File: src/hw/rtl/psq_pkg.sv
package psq_pkg;

  localparam int VERTEX_DEPTH = 1024;
  localparam int SLOT_DEPTH   = 1024;
  localparam int LINE_DEPTH   = 256;
  localparam int GROUP_DEPTH  = 16;
  localparam int MAX_POINTS   = 32;

  localparam int VERTEX_AW = $clog2(VERTEX_DEPTH);
  localparam int SLOT_AW   = $clog2(SLOT_DEPTH);
  localparam int LINE_AW   = $clog2(LINE_DEPTH);
  localparam int GROUP_AW  = (GROUP_DEPTH > 1) ? $clog2(GROUP_DEPTH) : 1;
  localparam int CNT_W     = $clog2(MAX_POINTS + 1);
  localparam int K_W       = $clog2(MAX_POINTS);

  localparam int DIV_NUM_W = 64;
  localparam int DIV_DEN_W = 32;
  localparam int DIV_CNT_W = $clog2(DIV_NUM_W + 1);

  typedef enum logic [2:0] {
    CMD_WR_VTX   = 3'd0,
    CMD_WR_SLOT  = 3'd1,
    CMD_WR_LINE  = 3'd2,
    CMD_WR_GROUP = 3'd3,
    CMD_FLOOR    = 3'd4,
    CMD_WALL     = 3'd5,
    CMD_LR_EDGE  = 3'd6,
    CMD_UD_EDGE  = 3'd7
  } psq_cmd_e;

  typedef enum logic [1:0] {
    ERR_NONE  = 2'd0,
    ERR_LINE  = 2'd1,
    ERR_DEGEN = 2'd2
  } psq_err_e;

  typedef struct packed {
    logic [2:0]         command;
    logic [9:0]         address;
    logic signed [23:0] coord_x;
    logic signed [23:0] coord_y;
    logic [15:0]        vertex_flags;
    logic [9:0]         vertex_ref;
    logic [9:0]         first_slot;
    logic [5:0]         slot_count;
    logic [3:0]         group_ref;
    logic signed [23:0] object_x;
    logic signed [23:0] object_y;
    logic               side;
  } psq_in_t;

  typedef struct packed {
    logic               hit;
    logic signed [23:0] gap;
    logic [15:0]        surface_flags;
    logic signed [15:0] normal_x;
    logic signed [15:0] normal_y;
    logic signed [23:0] edge_x;
    logic signed [23:0] edge_y;
    logic [1:0]         error;
  } psq_out_t;

  typedef struct packed {
    logic signed [23:0] x;
    logic signed [23:0] y;
    logic [15:0]        flags;
  } psq_vtx_t;

  typedef struct packed {
    logic [9:0] first;
    logic [5:0] count;
    logic [3:0] group;
  } psq_line_t;

  typedef struct packed {
    logic     load_in;
    logic     do_write;
    logic     line_rd;
    logic     line_use;
    logic     slot_rd;
    logic     vtx_rd;
    logic     lat_a;
    logic     lat_b;
    logic     sidx_last;
    logic     sidx_second;
    logic     sidx_next;
    logic     clamp;
    logic     walk_adv;
    logic     mul;
    logic     div_int_start;
    logic     gap_lat;
    logic     nrm_init;
    logic     nrm_shift;
    logic     nrm_sq;
    logic     nrm_sum;
    logic     div_nrm_start;
    logic     sqrt_start;
    logic     nrm_lat;
    logic     nrm_sel;
    logic     res_err;
    psq_err_e err_code;
    logic     res_edge;
    logic     out_load;
  } psq_ctl_t;

  typedef struct packed {
    psq_cmd_e cmd;
    logic     line_oor;
    logic     miss;
    logic     seg_equal;
    logic     seg_hit;
    logic     k_last;
    logic     nrm_big;
    logic     div_done;
    logic     sqrt_done;
    logic     out_free;
  } psq_sts_t;

  function automatic logic signed [23:0] sat24(input logic signed [28:0] v);
    logic signed [23:0] r;
    if (v > 29'sd8388607) begin
      r = 24'sh7fffff;
    end else if (v < -29'sd8388608) begin
      r = 24'sh800000;
    end else begin
      r = v[23:0];
    end
    return r;
  endfunction

endpackage

File: src/hw/rtl/psq_ctrl.sv
module psq_ctrl (
  input  logic               clk_i,
  input  logic               rst_ni,
  input  logic               in_valid_i,
  output logic               in_ready_o,
  input  psq_pkg::psq_sts_t  sts_i,
  output psq_pkg::psq_ctl_t  ctl_o
);
  import psq_pkg::*;

  typedef enum logic [4:0] {
    S_IDLE, S_DISPATCH, S_LINE, S_SLOT_A, S_VTX_A, S_LAT_A, S_SLOT_B, S_VTX_B,
    S_LAT_B, S_RANGE, S_WSLOT, S_WVTX, S_WLAT, S_WCHK, S_MUL, S_DIV, S_DWAIT,
    S_NINIT, S_NSHIFT, S_NSQ, S_NSUM, S_NDIV, S_NDWAIT, S_NSQRT, S_NSWAIT, S_FINISH
  } state_e;

  state_e state_q, state_d;
  logic   sel_q, sel_d;
  logic   is_edge, is_write;

  assign is_edge  = (sts_i.cmd == CMD_LR_EDGE) || (sts_i.cmd == CMD_UD_EDGE);
  assign is_write = (sts_i.cmd == CMD_WR_VTX) || (sts_i.cmd == CMD_WR_SLOT)
                 || (sts_i.cmd == CMD_WR_LINE) || (sts_i.cmd == CMD_WR_GROUP);
  assign in_ready_o = (state_q == S_IDLE);

  always_comb begin
    state_d = state_q;
    sel_d   = sel_q;
    ctl_o   = '0;
    ctl_o.nrm_sel = sel_q;
    case (state_q)
      S_IDLE: begin
        if (in_valid_i) begin
          ctl_o.load_in = 1'b1;
          state_d = S_DISPATCH;
        end
      end
      S_DISPATCH: begin
        if (is_write) begin
          ctl_o.do_write = 1'b1;
          state_d = S_FINISH;
        end else if (sts_i.line_oor) begin
          ctl_o.res_err  = 1'b1;
          ctl_o.err_code = ERR_LINE;
          state_d = S_FINISH;
        end else begin
          ctl_o.line_rd = 1'b1;
          state_d = S_LINE;
        end
      end
      S_LINE: begin
        ctl_o.line_use = 1'b1;
        state_d = S_SLOT_A;
      end
      S_SLOT_A: begin
        ctl_o.slot_rd = 1'b1;
        state_d = S_VTX_A;
      end
      S_VTX_A: begin
        ctl_o.vtx_rd = 1'b1;
        state_d = S_LAT_A;
      end
      S_LAT_A: begin
        ctl_o.lat_a     = 1'b1;
        ctl_o.sidx_last = 1'b1;
        state_d = S_SLOT_B;
      end
      S_SLOT_B: begin
        ctl_o.slot_rd = 1'b1;
        state_d = S_VTX_B;
      end
      S_VTX_B: begin
        ctl_o.vtx_rd = 1'b1;
        state_d = S_LAT_B;
      end
      S_LAT_B: begin
        ctl_o.lat_b = 1'b1;
        state_d = S_RANGE;
      end
      S_RANGE: begin
        if (is_edge) begin
          ctl_o.res_edge = 1'b1;
          state_d = S_FINISH;
        end else if (sts_i.miss) begin
          state_d = S_FINISH;
        end else begin
          ctl_o.clamp       = 1'b1;
          ctl_o.sidx_second = 1'b1;
          state_d = S_WSLOT;
        end
      end
      S_WSLOT: begin
        ctl_o.slot_rd = 1'b1;
        state_d = S_WVTX;
      end
      S_WVTX: begin
        ctl_o.vtx_rd = 1'b1;
        state_d = S_WLAT;
      end
      S_WLAT: begin
        ctl_o.lat_b = 1'b1;
        state_d = S_WCHK;
      end
      S_WCHK: begin
        if (sts_i.seg_equal) begin
          ctl_o.res_err  = 1'b1;
          ctl_o.err_code = ERR_DEGEN;
          state_d = S_FINISH;
        end else if (sts_i.seg_hit || sts_i.k_last) begin
          state_d = S_MUL;
        end else begin
          ctl_o.walk_adv  = 1'b1;
          ctl_o.sidx_next = 1'b1;
          state_d = S_WSLOT;
        end
      end
      S_MUL: begin
        ctl_o.mul = 1'b1;
        state_d = S_DIV;
      end
      S_DIV: begin
        ctl_o.div_int_start = 1'b1;
        state_d = S_DWAIT;
      end
      S_DWAIT: begin
        if (sts_i.div_done) begin
          ctl_o.gap_lat = 1'b1;
          state_d = (sts_i.cmd == CMD_WALL) ? S_FINISH : S_NINIT;
        end
      end
      S_NINIT: begin
        ctl_o.nrm_init = 1'b1;
        state_d = S_NSHIFT;
      end
      S_NSHIFT: begin
        if (sts_i.nrm_big) begin
          ctl_o.nrm_shift = 1'b1;
        end else begin
          state_d = S_NSQ;
        end
      end
      S_NSQ: begin
        ctl_o.nrm_sq = 1'b1;
        state_d = S_NSUM;
      end
      S_NSUM: begin
        ctl_o.nrm_sum = 1'b1;
        sel_d = 1'b0;
        state_d = S_NDIV;
      end
      S_NDIV: begin
        ctl_o.div_nrm_start = 1'b1;
        state_d = S_NDWAIT;
      end
      S_NDWAIT: begin
        if (sts_i.div_done) begin
          state_d = S_NSQRT;
        end
      end
      S_NSQRT: begin
        ctl_o.sqrt_start = 1'b1;
        state_d = S_NSWAIT;
      end
      S_NSWAIT: begin
        if (sts_i.sqrt_done) begin
          ctl_o.nrm_lat = 1'b1;
          if (sel_q) begin
            state_d = S_FINISH;
          end else begin
            sel_d = 1'b1;
            state_d = S_NDIV;
          end
        end
      end
      S_FINISH: begin
        if (sts_i.out_free) begin
          ctl_o.out_load = 1'b1;
          state_d = S_IDLE;
        end
      end
      default: begin
        state_d = S_IDLE;
      end
    endcase
  end

  always_ff @(posedge clk_i or negedge rst_ni) begin
    if (!rst_ni) begin
      state_q <= S_IDLE;
      sel_q   <= 1'b0;
    end else begin
      state_q <= state_d;
      sel_q   <= sel_d;
    end
  end

  a_load_free: assert property (@(posedge clk_i) disable iff (!rst_ni)
    ctl_o.out_load |-> sts_i.out_free)
    else $error("result loaded over an untaken result");

  a_accept_dispatch: assert property (@(posedge clk_i) disable iff (!rst_ni)
    (in_valid_i && in_ready_o) |=> (state_q == S_DISPATCH))
    else $error("accepted transfer not dispatched");

  a_idle_no_div: assert property (@(posedge clk_i) disable iff (!rst_ni)
    (state_q == S_IDLE) |-> !sts_i.div_done)
    else $error("divider finished while idle");

  a_gap_after_div: assert property (@(posedge clk_i) disable iff (!rst_ni)
    ctl_o.gap_lat |-> sts_i.div_done)
    else $error("gap latched without quotient");

endmodule
File: config.mk
export PLATFORM = sky130hd
export DESIGN_NAME = psq_ctrl
export DESIGN_NICKNAME = d
export VERILOG_FILES = /design/src/hw/rtl/psq_pkg.sv /design/src/hw/rtl/psq_ctrl.sv
export SDC_FILE = /design/constraint.sdc
export NUM_CORES = 1
export LEC_CHECK = 0
export ABC_AREA = 1
export BUFFER_PORTS_ARGS = -buffer_cell sky130_fd_sc_hd__buf_2
export CORE_MARGIN = 2
export CORE_UTILIZATION = 30
export DETAILED_ROUTE_END_ITERATION = 7
export HOLD_SLACK_MARGIN = 0.05
export PLACE_DENSITY_LB_ADDON = 0.25
export SETUP_SLACK_MARGIN = 0.15
export SLEW_MARGIN = 20
export SYNTH_ARGS = -nofsm -noshare
export SYNTH_HDL_FRONTEND = slang
export SYNTH_SLANG_ARGS = --single-unit
export TNS_END_PERCENT = 50
File: constraint.sdc
create_clock -name clk_i -period 1.3 [get_ports clk_i]
set_input_delay 0.26 -clock clk_i [delete_from_list [all_inputs] [get_ports clk_i]]
set_output_delay 0.26 -clock clk_i [all_outputs]
set_load 0.005 [all_outputs]
==> impl_metrics.sql, run 1 <==
INSERT INTO impl_metrics (metric_group, metric, value, unit) VALUES
('clock_tree', 'max-clock-path-buffers', '2', ''),
('setup_path', 'critical_path.top_delay_family', 'flip-flops', ''),
('floorplan', 'fp.dieH', '60.5', 'um'),
('sta', 'timing_worst_slew_pin_value', '0.265', 'ns'),
('clock_tree', 'clock_buffers_created_by_tritoncts', '3', ''),
('setup_path', 'rrSetupSlack', '-0.37', 'ns'),
('setup_path', 'critical_path_start_type', 'flop', ''),
('synth', 'synth_area_leader', 'sky130_fd_sc_hd__nand2_1', ''),
('detailed_routing', 'dr_total_vias', '1482', ''),
('synth', 'area_share_of_and_or_nand_nor_cells_after_synthesis', '64.6', '%'),
('synth', 'synth_cells', '176', ''),
('synth', 'synth.mux.area_fraction', '0', '%'),
('synth', 'synth_largest_type_area_fraction', '17.6', '%'),
('place', 'place_ws', '-0.232', 'ns'),
('sta', 'total_negative_setup_slacks', '-10.79', 'ns'),
('clock_tree', 'clock_tree.htree_level_count', '1', ''),
('final_layout', 'final_nets', '282', ''),
('place', 'routabilityCongestion', '0.914', ''),
('synth', 'syn-num-nets', '191', ''),
('sta', 'worst_slew_margin_rel', '82.3', '%'),
('sta', 'timing.final.ws_setup', '-0.372', 'ns'),
('grt', 'globalRouteOverflowTotal', '0', ''),
('sta', 'report.final.slew_viol_count', '0', ''),
('synth', 'synth_cell_type_count', '19', ''),
('final_layout', 'fraction_of_layout_cells_with_a_size_suffix_above_1', '56.6', '%'),
('synth', 'synth.yosys.seq_area_share', '15.7', '%'),
('final_layout', 'multi_input_area', '837', 'um^2'),
('synth', 'synthesis.area_per_instance', '5.44', 'um^2'),
('final_layout', 'regArea', '156', 'um^2'),
('synth', 'synth_compound_area_share', '2.22', '%'),
('detailed_routing', 'detail-route-antenna-nets', '0', ''),
('setup_path', 'cp_most_frequent_cell', 'sky130_fd_sc_hd__nand3_2', ''),
('sta', 'hold_violations', '0', ''),
('setup_path', 'worst_r2r_startpoint', 'state_q[3]$_DFFE_PN0P_', ''),
('grt', 'gr-usage-all-layers', '21.4', '%'),
('run', 'max-cap-violations', '0', ''),
('synth', 'yosys-top-cells-area', 'sky130_fd_sc_hd__nand2_1, sky130_fd_sc_hd__dfrtp_1, sky130_fd_sc_hd__nor2_1', ''),
('run_status', 'violations', 'setup timing', ''),
('clock_tree', 'clkLatencyLatePin', '0.25', 'ns'),
('detailed_routing', 'post_route_drc', '0', ''),
('worst_hold_path', 'worstHoldPathType', 'primary input to flop', ''),
('synth', 'synth_xor_xnor_area_share', '0', '%'),
('synth', 'synth.yosys.warnings', '0', ''),
('final_layout', 'instances_no_fill', '309', ''),
('setup_path', 'crit_path_start', 'state_q[3]$_DFFE_PN0P_', ''),
('detailed_routing', 'wire_per_inst', '12.7', 'um'),
('detailed_routing', 'dr.first_iter.drc_count', '40', ''),
('sta', 'setup_viol', '35', ''),
('setup_path', 'crit_chain', 'buf_6, nor2_4, nand3_2, nand3_2, buf_2', ''),
('clock_tree', 'cts_tree', 'yes', ''),
('synth', 'post_synth_fa_ha_maj_area_fraction', '0', '%'),
('floorplan', 'die_width', '60.5', 'um'),
('place', 'portBuffers', '44', ''),
('setup_path', 'max_stage_delay', '0.46', 'ns'),
('sta', 'grt_setup_unrepaired', 'true', ''),
('place', 'hpwlAfterDp', '2790', 'um'),
('detailed_routing', 'wirelength', '3920', 'um'),
('floorplan', 'rows', '20', ''),
('final_layout', 'postLayoutCoreUtil', '60.9', '%'),
('grt', 'grt_first_pass_wirelength', '5790', 'um'),
('clock_tree', 'cts_num_sinks', '6', ''),
('power', 'p_per_area', '1990', 'nW/um^2'),
('final_layout', 'count_of_fill_cells_added_during_filler_insertion', '303', ''),
('floorplan', 'design.core.area', '3050', 'um^2'),
('clock_tree', 'path_clk_slew', '0.05', 'ns'),
('setup_path', 'buf_inv_stages_crit_path', '2', ''),
('synth', 'netlist_area_before_placement', '957', 'um^2'),
('sta', 'final_period_minus_worst_setup_slack', '1.67', 'ns'),
('run_status', 'outcome', 'finished, violations left', ''),
('setup_path', 'cp.arrival', '1.41', 'ns'),
('worst_hold_path', 'min_from', 'sts_i[2]', '');
-- per-layer routing --
layer	vias up	track usage [%]	wire [um]
li1	740	-	-
met1	690	27.9	1780
met5	-	0	0
met3	8	5.33	148
met2	44	34.8	1880
met4	0	7.14	106
-- worst paths after layout --
check,endpoint,cells past startpoint
setup / recovery,ctl_o[23],5
hold / removal,state_q[2]$_DFFE_PN0P_,4
setup reg to reg,state_q[2]$_DFFE_PN0P_,10
hold reg to reg,sel_q$_DFFE_PN0P_,2
max in group asynchronous,state_q[0]$_DFFE_PN0P_,2
min in group asynchronous,state_q[1]$_DFFE_PN0P_,2
-- report_power, final --
| group | internal [mW] | leakage [nW] | switching [mW] |
|---|---|---|---|
| clock | 0.105 | 0.0138 | 0.0702 |
| combinational | 1.39 | 1.00 | 1.67 |
| sequential | 0.294 | 0.0670 | 0.170 |
| total | 1.79 | 1.08 | 1.91 |
-- layout make-up --
class | count | share of cell area, %
Clock buffer | 3 | 1.21
Inverter | 28 | 5.92
Multi-Input combinational cell | 134 | 45.0
Sequential cell | 6 | 8.41
Tap cell | 44 | 2.96
Timing Repair Buffer | 94 | 36.5
-- worst min-delay path, cell delays in order --
cell,delay (ns)
sky130_fd_sc_hd__buf_2,0.08
sky130_fd_sc_hd__inv_1,0.07
sky130_fd_sc_hd__nand2_1,0.07
sky130_fd_sc_hd__nand2_1,0.05
-- registers in the layout, indices dropped and copies added (netlist names) --
| register | cells |
|---|---|
| state_q | 5 |
| sel_q | 1 |
-- cells by family after synthesis --
group,after synthesis
buf+inv,37
flops,6
simple gates,129
compound gates,4
-- metrics by stage --
stage	area (um^2)	hold WS, ns
floorplan	991	-0.0356
global placement	1450	0.0898
detailed placement	1450	0.0934
CTS	1700	0.289
global route	1860	0.325
finish	1860	0.328
-- placed cells by master, fill, tap and decap left out --
master | netlist | final
sky130_fd_sc_hd__nand3_4 | 0 | 4
sky130_fd_sc_hd__inv_1 | 27 | 18
sky130_fd_sc_hd__buf_12 | 0 | 2
sky130_fd_sc_hd__nor2_2 | 3 | 2
sky130_fd_sc_hd__nor3_4 | 0 | 1
sky130_fd_sc_hd__nand2_2 | 1 | 4
sky130_fd_sc_hd__o21ai_1 | 1 | 2
sky130_fd_sc_hd__nor3_1 | 7 | 2
sky130_fd_sc_hd__nor2_4 | 5 | 11
sky130_fd_sc_hd__clkbuf_4 | 0 | 3
sky130_fd_sc_hd__nor3_2 | 0 | 4
sky130_fd_sc_hd__nand2_4 | 0 | 3
sky130_fd_sc_hd__o22ai_1 | 1 | 1
sky130_fd_sc_hd__inv_2 | 1 | 9
sky130_fd_sc_hd__dfrtp_2 | 0 | 5
sky130_fd_sc_hd__buf_6 | 0 | 12
sky130_fd_sc_hd__nand3_1 | 22 | 10
sky130_fd_sc_hd__a21oi_1 | 1 | 1
sky130_fd_sc_hd__nand3b_1 | 2 | 2
sky130_fd_sc_hd__nand4_1 | 12 | 12
sky130_fd_sc_hd__inv_6 | 0 | 1
sky130_fd_sc_hd__dfrtp_1 | 6 | 1
sky130_fd_sc_hd__buf_4 | 7 | 39
sky130_fd_sc_hd__dlygate4sd3_1 | 0 | 1
sky130_fd_sc_hd__nand2_1 | 45 | 39
sky130_fd_sc_hd__nand3_2 | 2 | 10
sky130_fd_sc_hd__nor2_1 | 30 | 26
sky130_fd_sc_hd__buf_2 | 2 | 40
-- synth_stat cells --
cell type / count
sky130_fd_sc_hd__buf_2: 2
sky130_fd_sc_hd__nand3_1: 22
sky130_fd_sc_hd__nand3_2: 2
sky130_fd_sc_hd__nand4_1: 12
sky130_fd_sc_hd__a21oi_1: 1
sky130_fd_sc_hd__dfrtp_1: 6
sky130_fd_sc_hd__o21ai_1: 1
sky130_fd_sc_hd__nor3_1: 7
sky130_fd_sc_hd__inv_2: 1
sky130_fd_sc_hd__inv_1: 27
sky130_fd_sc_hd__nand2_2: 1
sky130_fd_sc_hd__nor2_4: 5
sky130_fd_sc_hd__buf_4: 7
sky130_fd_sc_hd__o21ai_0: 1
sky130_fd_sc_hd__nand3b_1: 2
sky130_fd_sc_hd__o22ai_1: 1
sky130_fd_sc_hd__nor2_1: 30
sky130_fd_sc_hd__nand2_1: 45
sky130_fd_sc_hd__nor2_2: 3
-- repair_timing --
| action | 4_1_cts | 5_1_grt |
|---|---|---|
| pin swaps | 13 | 20 |
| setup buffers | 14 | 4 |
| resized for setup | 27 | 33 |
| endpoints found under the setup margin | 35 | 35 |
| hold endpoints to repair | 6 | 0 |
| hold buffers | 1 | 0 |
| gates cloned | 1 | 0 |
(Power assumes the default switching activity.)
==> run 2, diff against run 1 <==
Settings changed: CORE_UTILIZATION 30 to 40, SKIP_LAST_GASP from default to 1.
==> impl_metrics.sql, run 2 (same netlist as run 1, synthesis figures left out) <==
INSERT INTO impl_metrics (metric_group, metric, value, unit) VALUES
('run_status', 'outcome', 'finished, violations left', ''),
('run_status', 'violations', 'setup timing', ''),
('sta', 'grt_setup_unrepaired', 'true', ''),
('setup_path', 'required', '1.04', 'ns'),
('clock_tree', 'path_clk_slew', '0.05', 'ns'),
('final_layout', 'final_common_cell', 'sky130_fd_sc_hd__nand2_1', ''),
('worst_hold_path', 'worstHoldPathType', 'primary input to flop', ''),
('setup_path', 'crit_chain', 'buf_6, nor2_4, nand4_1, o21ai_1, buf_2', ''),
('setup_path', 'cp.arrival', '1.49', 'ns'),
('sta', 'timing_worst_slew_pin_value', '0.233', 'ns'),
('final_layout', 'final_nets', '286', ''),
('setup_path', 'worstSetupEndpointType', 'output port', ''),
('floorplan', 'floorplan.io_pins', '45', ''),
('sta', 'final_period_minus_worst_setup_slack', '1.75', 'ns'),
('grt', 'grt_first_pass_wirelength', '6360', 'um'),
('place', 'place_ws', '-0.252', 'ns'),
('clock_tree', 'clock_tree.htree_level_count', '1', ''),
('floorplan', 'design.core.area', '2230', 'um^2'),
('floorplan', 'design.die.area', '2800', 'um^2'),
('floorplan', 'floorplan.initialDensity', '42.9', '%'),
('sta', 'finalClockSkew', '0.00331', 'ns'),
('run', 'max-cap-violations', '0', ''),
('power', 'leakagePower', '1.10', 'nW'),
('grt', 'gr-usage-all-layers', '30.5', '%'),
('detailed_routing', 'dr.first_iter.drc_count', '58', ''),
('sta', 'achievable-frequency', '572', 'MHz'),
('clock_tree', 'cts_tree', 'yes', ''),
('clock_tree', 'clock_buffers_created_by_tritoncts', '3', ''),
('sta', 'timing.final.ws_setup', '-0.447', 'ns'),
('final_layout', 'fraction_of_layout_cells_with_a_size_suffix_above_1', '55.8', '%'),
('setup_path', 'critical_path_start_type', 'flop', ''),
('detailed_routing', 'wirelength', '4560', 'um'),
('sta', 'setup_viol', '35', ''),
('place', 'routabilityCongestion', '0.926', ''),
('final_layout', 'area.growth.synth_to_final', '97.3', '%'),
('grt', 'first_global_vias', '1502', ''),
('detailed_routing', 'dr_total_vias', '1635', ''),
('detailed_routing', 'post_route_drc', '0', ''),
('setup_path', 'critPathKind', 'flop to output port', ''),
('grt', 'grt_antenna_before_repair', '0', ''),
('final_layout', 'register_with_the_most_flip_flops', 'state_q', ''),
('clock_tree', 'cts_root_buffer', 'sky130_fd_sc_hd__clkbuf_4', ''),
('clock_tree', 'max-clock-path-buffers', '2', ''),
('sta', 'hold_violations', '0', ''),
('power', 'design_power_total', '3.81', 'mW'),
('final_layout', 'design_area', '1890', 'um^2'),
('power', 'vdd.ir_drop.worst', '1.78', 'mV'),
('detailed_routing', 'vias_per_instance', '5.51', ''),
('final_layout', 'n_antenna_cell', '0', ''),
('sta', 'report.final.slew_viol_count', '0', ''),
('setup_path', 'critPathMaxFanout', '5', ''),
('final_layout', 'mostFrequentLayoutCells', 'sky130_fd_sc_hd__nand2_1, sky130_fd_sc_hd__buf_2, sky130_fd_sc_hd__buf_4', ''),
('sta', 'worst_hold_slack', '0.306', 'ns'),
('clock_tree', 'cts_num_sinks', '6', ''),
('detailed_routing', 'wire_per_inst', '15.4', 'um'),
('detailed_routing', 'detail-route-antenna-nets', '0', ''),
('power', 'p_per_area', '2020', 'nW/um^2'),
('place', 'hpwlAfterDp', '2750', 'um'),
('grt', 'maximum_number_of_pins_on_one_net_before_global_route_repair', '12', ''),
('final_layout', 'largest_register_ff_count', '5', ''),
('place', 'place_area', '1370', 'um^2'),
('clock_tree', 'clkLatencyLatePin', '0.25', 'ns'),
('setup_path', 'buf_inv_stages_crit_path', '2', ''),
('detailed_routing', 'dr.pass1.iters', '4', ''),
('final_layout', 'layout_top_registers', 'state_q x5, sel_q x1', ''),
('floorplan', 'die_width', '52.9', 'um'),
('setup_path', 'max_stage_delay', '0.43', 'ns'),
('sta', 'worst_slew_margin_rel', '84.3', '%'),
('grt', 'globalRouteOverflowTotal', '0', ''),
('floorplan', 'fp.dieH', '52.9', 'um'),
('setup_path', 'critical_path.top_delay_family', 'flip-flops', ''),
('floorplan', 'rows', '17', ''),
('sta', 'final_cycle_utilization_of_the_critical_path', '134', '%'),
('setup_path', 'cpMaxStageDelayCell', 'sky130_fd_sc_hd__dfrtp_2', ''),
('place', 'portBuffers', '44', '');
run 2: what timing repair did:
item                                    CTS  global route
hold endpoints to repair                  6             0
hold buffers                              1             0
buffers inserted                         22             7
pin swaps                                12            21
gates cloned                              1             0
endpoints found under the setup margin   35            35
resized for setup                        28            34
run 2: final timing paths:
check	from	end	slack (ns)	cells after the start
max	state_q[1]$_DFFE_PN0P_	ctl_o[4]	-0.45	5
min	sts_i[2]	state_q[2]$_DFFE_PN0P_	0.31	4
max reg2reg	state_q[2]$_DFFE_PN0P_	state_q[1]$_DFFE_PN0P_	-0.41	10
min reg2reg	sel_q$_DFFE_PN0P_	sel_q$_DFFE_PN0P_	0.63	2
max in group asynchronous	rst_ni	state_q[4]$_DFFE_PN0P_	0.77	2
min in group asynchronous	rst_ni	state_q[1]$_DFFE_PN0P_	0.36	2
run 2: metal layers:
layer	up-vias	part of all wire, %	track usage, %
li1	754	-	-
met1	771	40	39.5
met2	91	49	49.6
met3	19	7.7	5.65
met4	0	2.8	12.4
met5	-	0	0
run 2: area by class of cell:
| type | instances | area, um^2 |
|---|---|---|
| flip-flops and latches | 6 | 156 |
| well taps | 28 | 35.0 |
| clock buffers | 3 | 22.5 |
| repair buffers | 98 | 731 |
| multi-input cells | 134 | 833 |
| inverters | 28 | 110 |
| fillers | 150 | 345 |
run 2: tightest hold or removal path, stage by stage:
cell,delay [ns]
sky130_fd_sc_hd__buf_2,0.08
sky130_fd_sc_hd__inv_1,0.07
sky130_fd_sc_hd__nand2_1,0.07
sky130_fd_sc_hd__nand2_1,0.05
run 2: power by group:
group	total, mW	internal [mW]	switching (mW)	leakage (nW)
combinational	3.17	1.43	1.74	1.02
clock	0.183	0.105	0.0776	0.0138
sequential	0.458	0.294	0.164	0.0670
total	3.81	1.83	1.98	1.10
run 2: stage by stage:
stage / cells / utilization [%] / TNS [ns]
finish: 297 / 84.5 / -12.01
global route: 297 / 84.5 / -13.78
CTS: 290 / 75.2 / -10.77
detailed placement: 263 / 61.5 / -5.37
global placement: 263 / 61.5 / -4.88
floorplan: 176 / - / -0.499
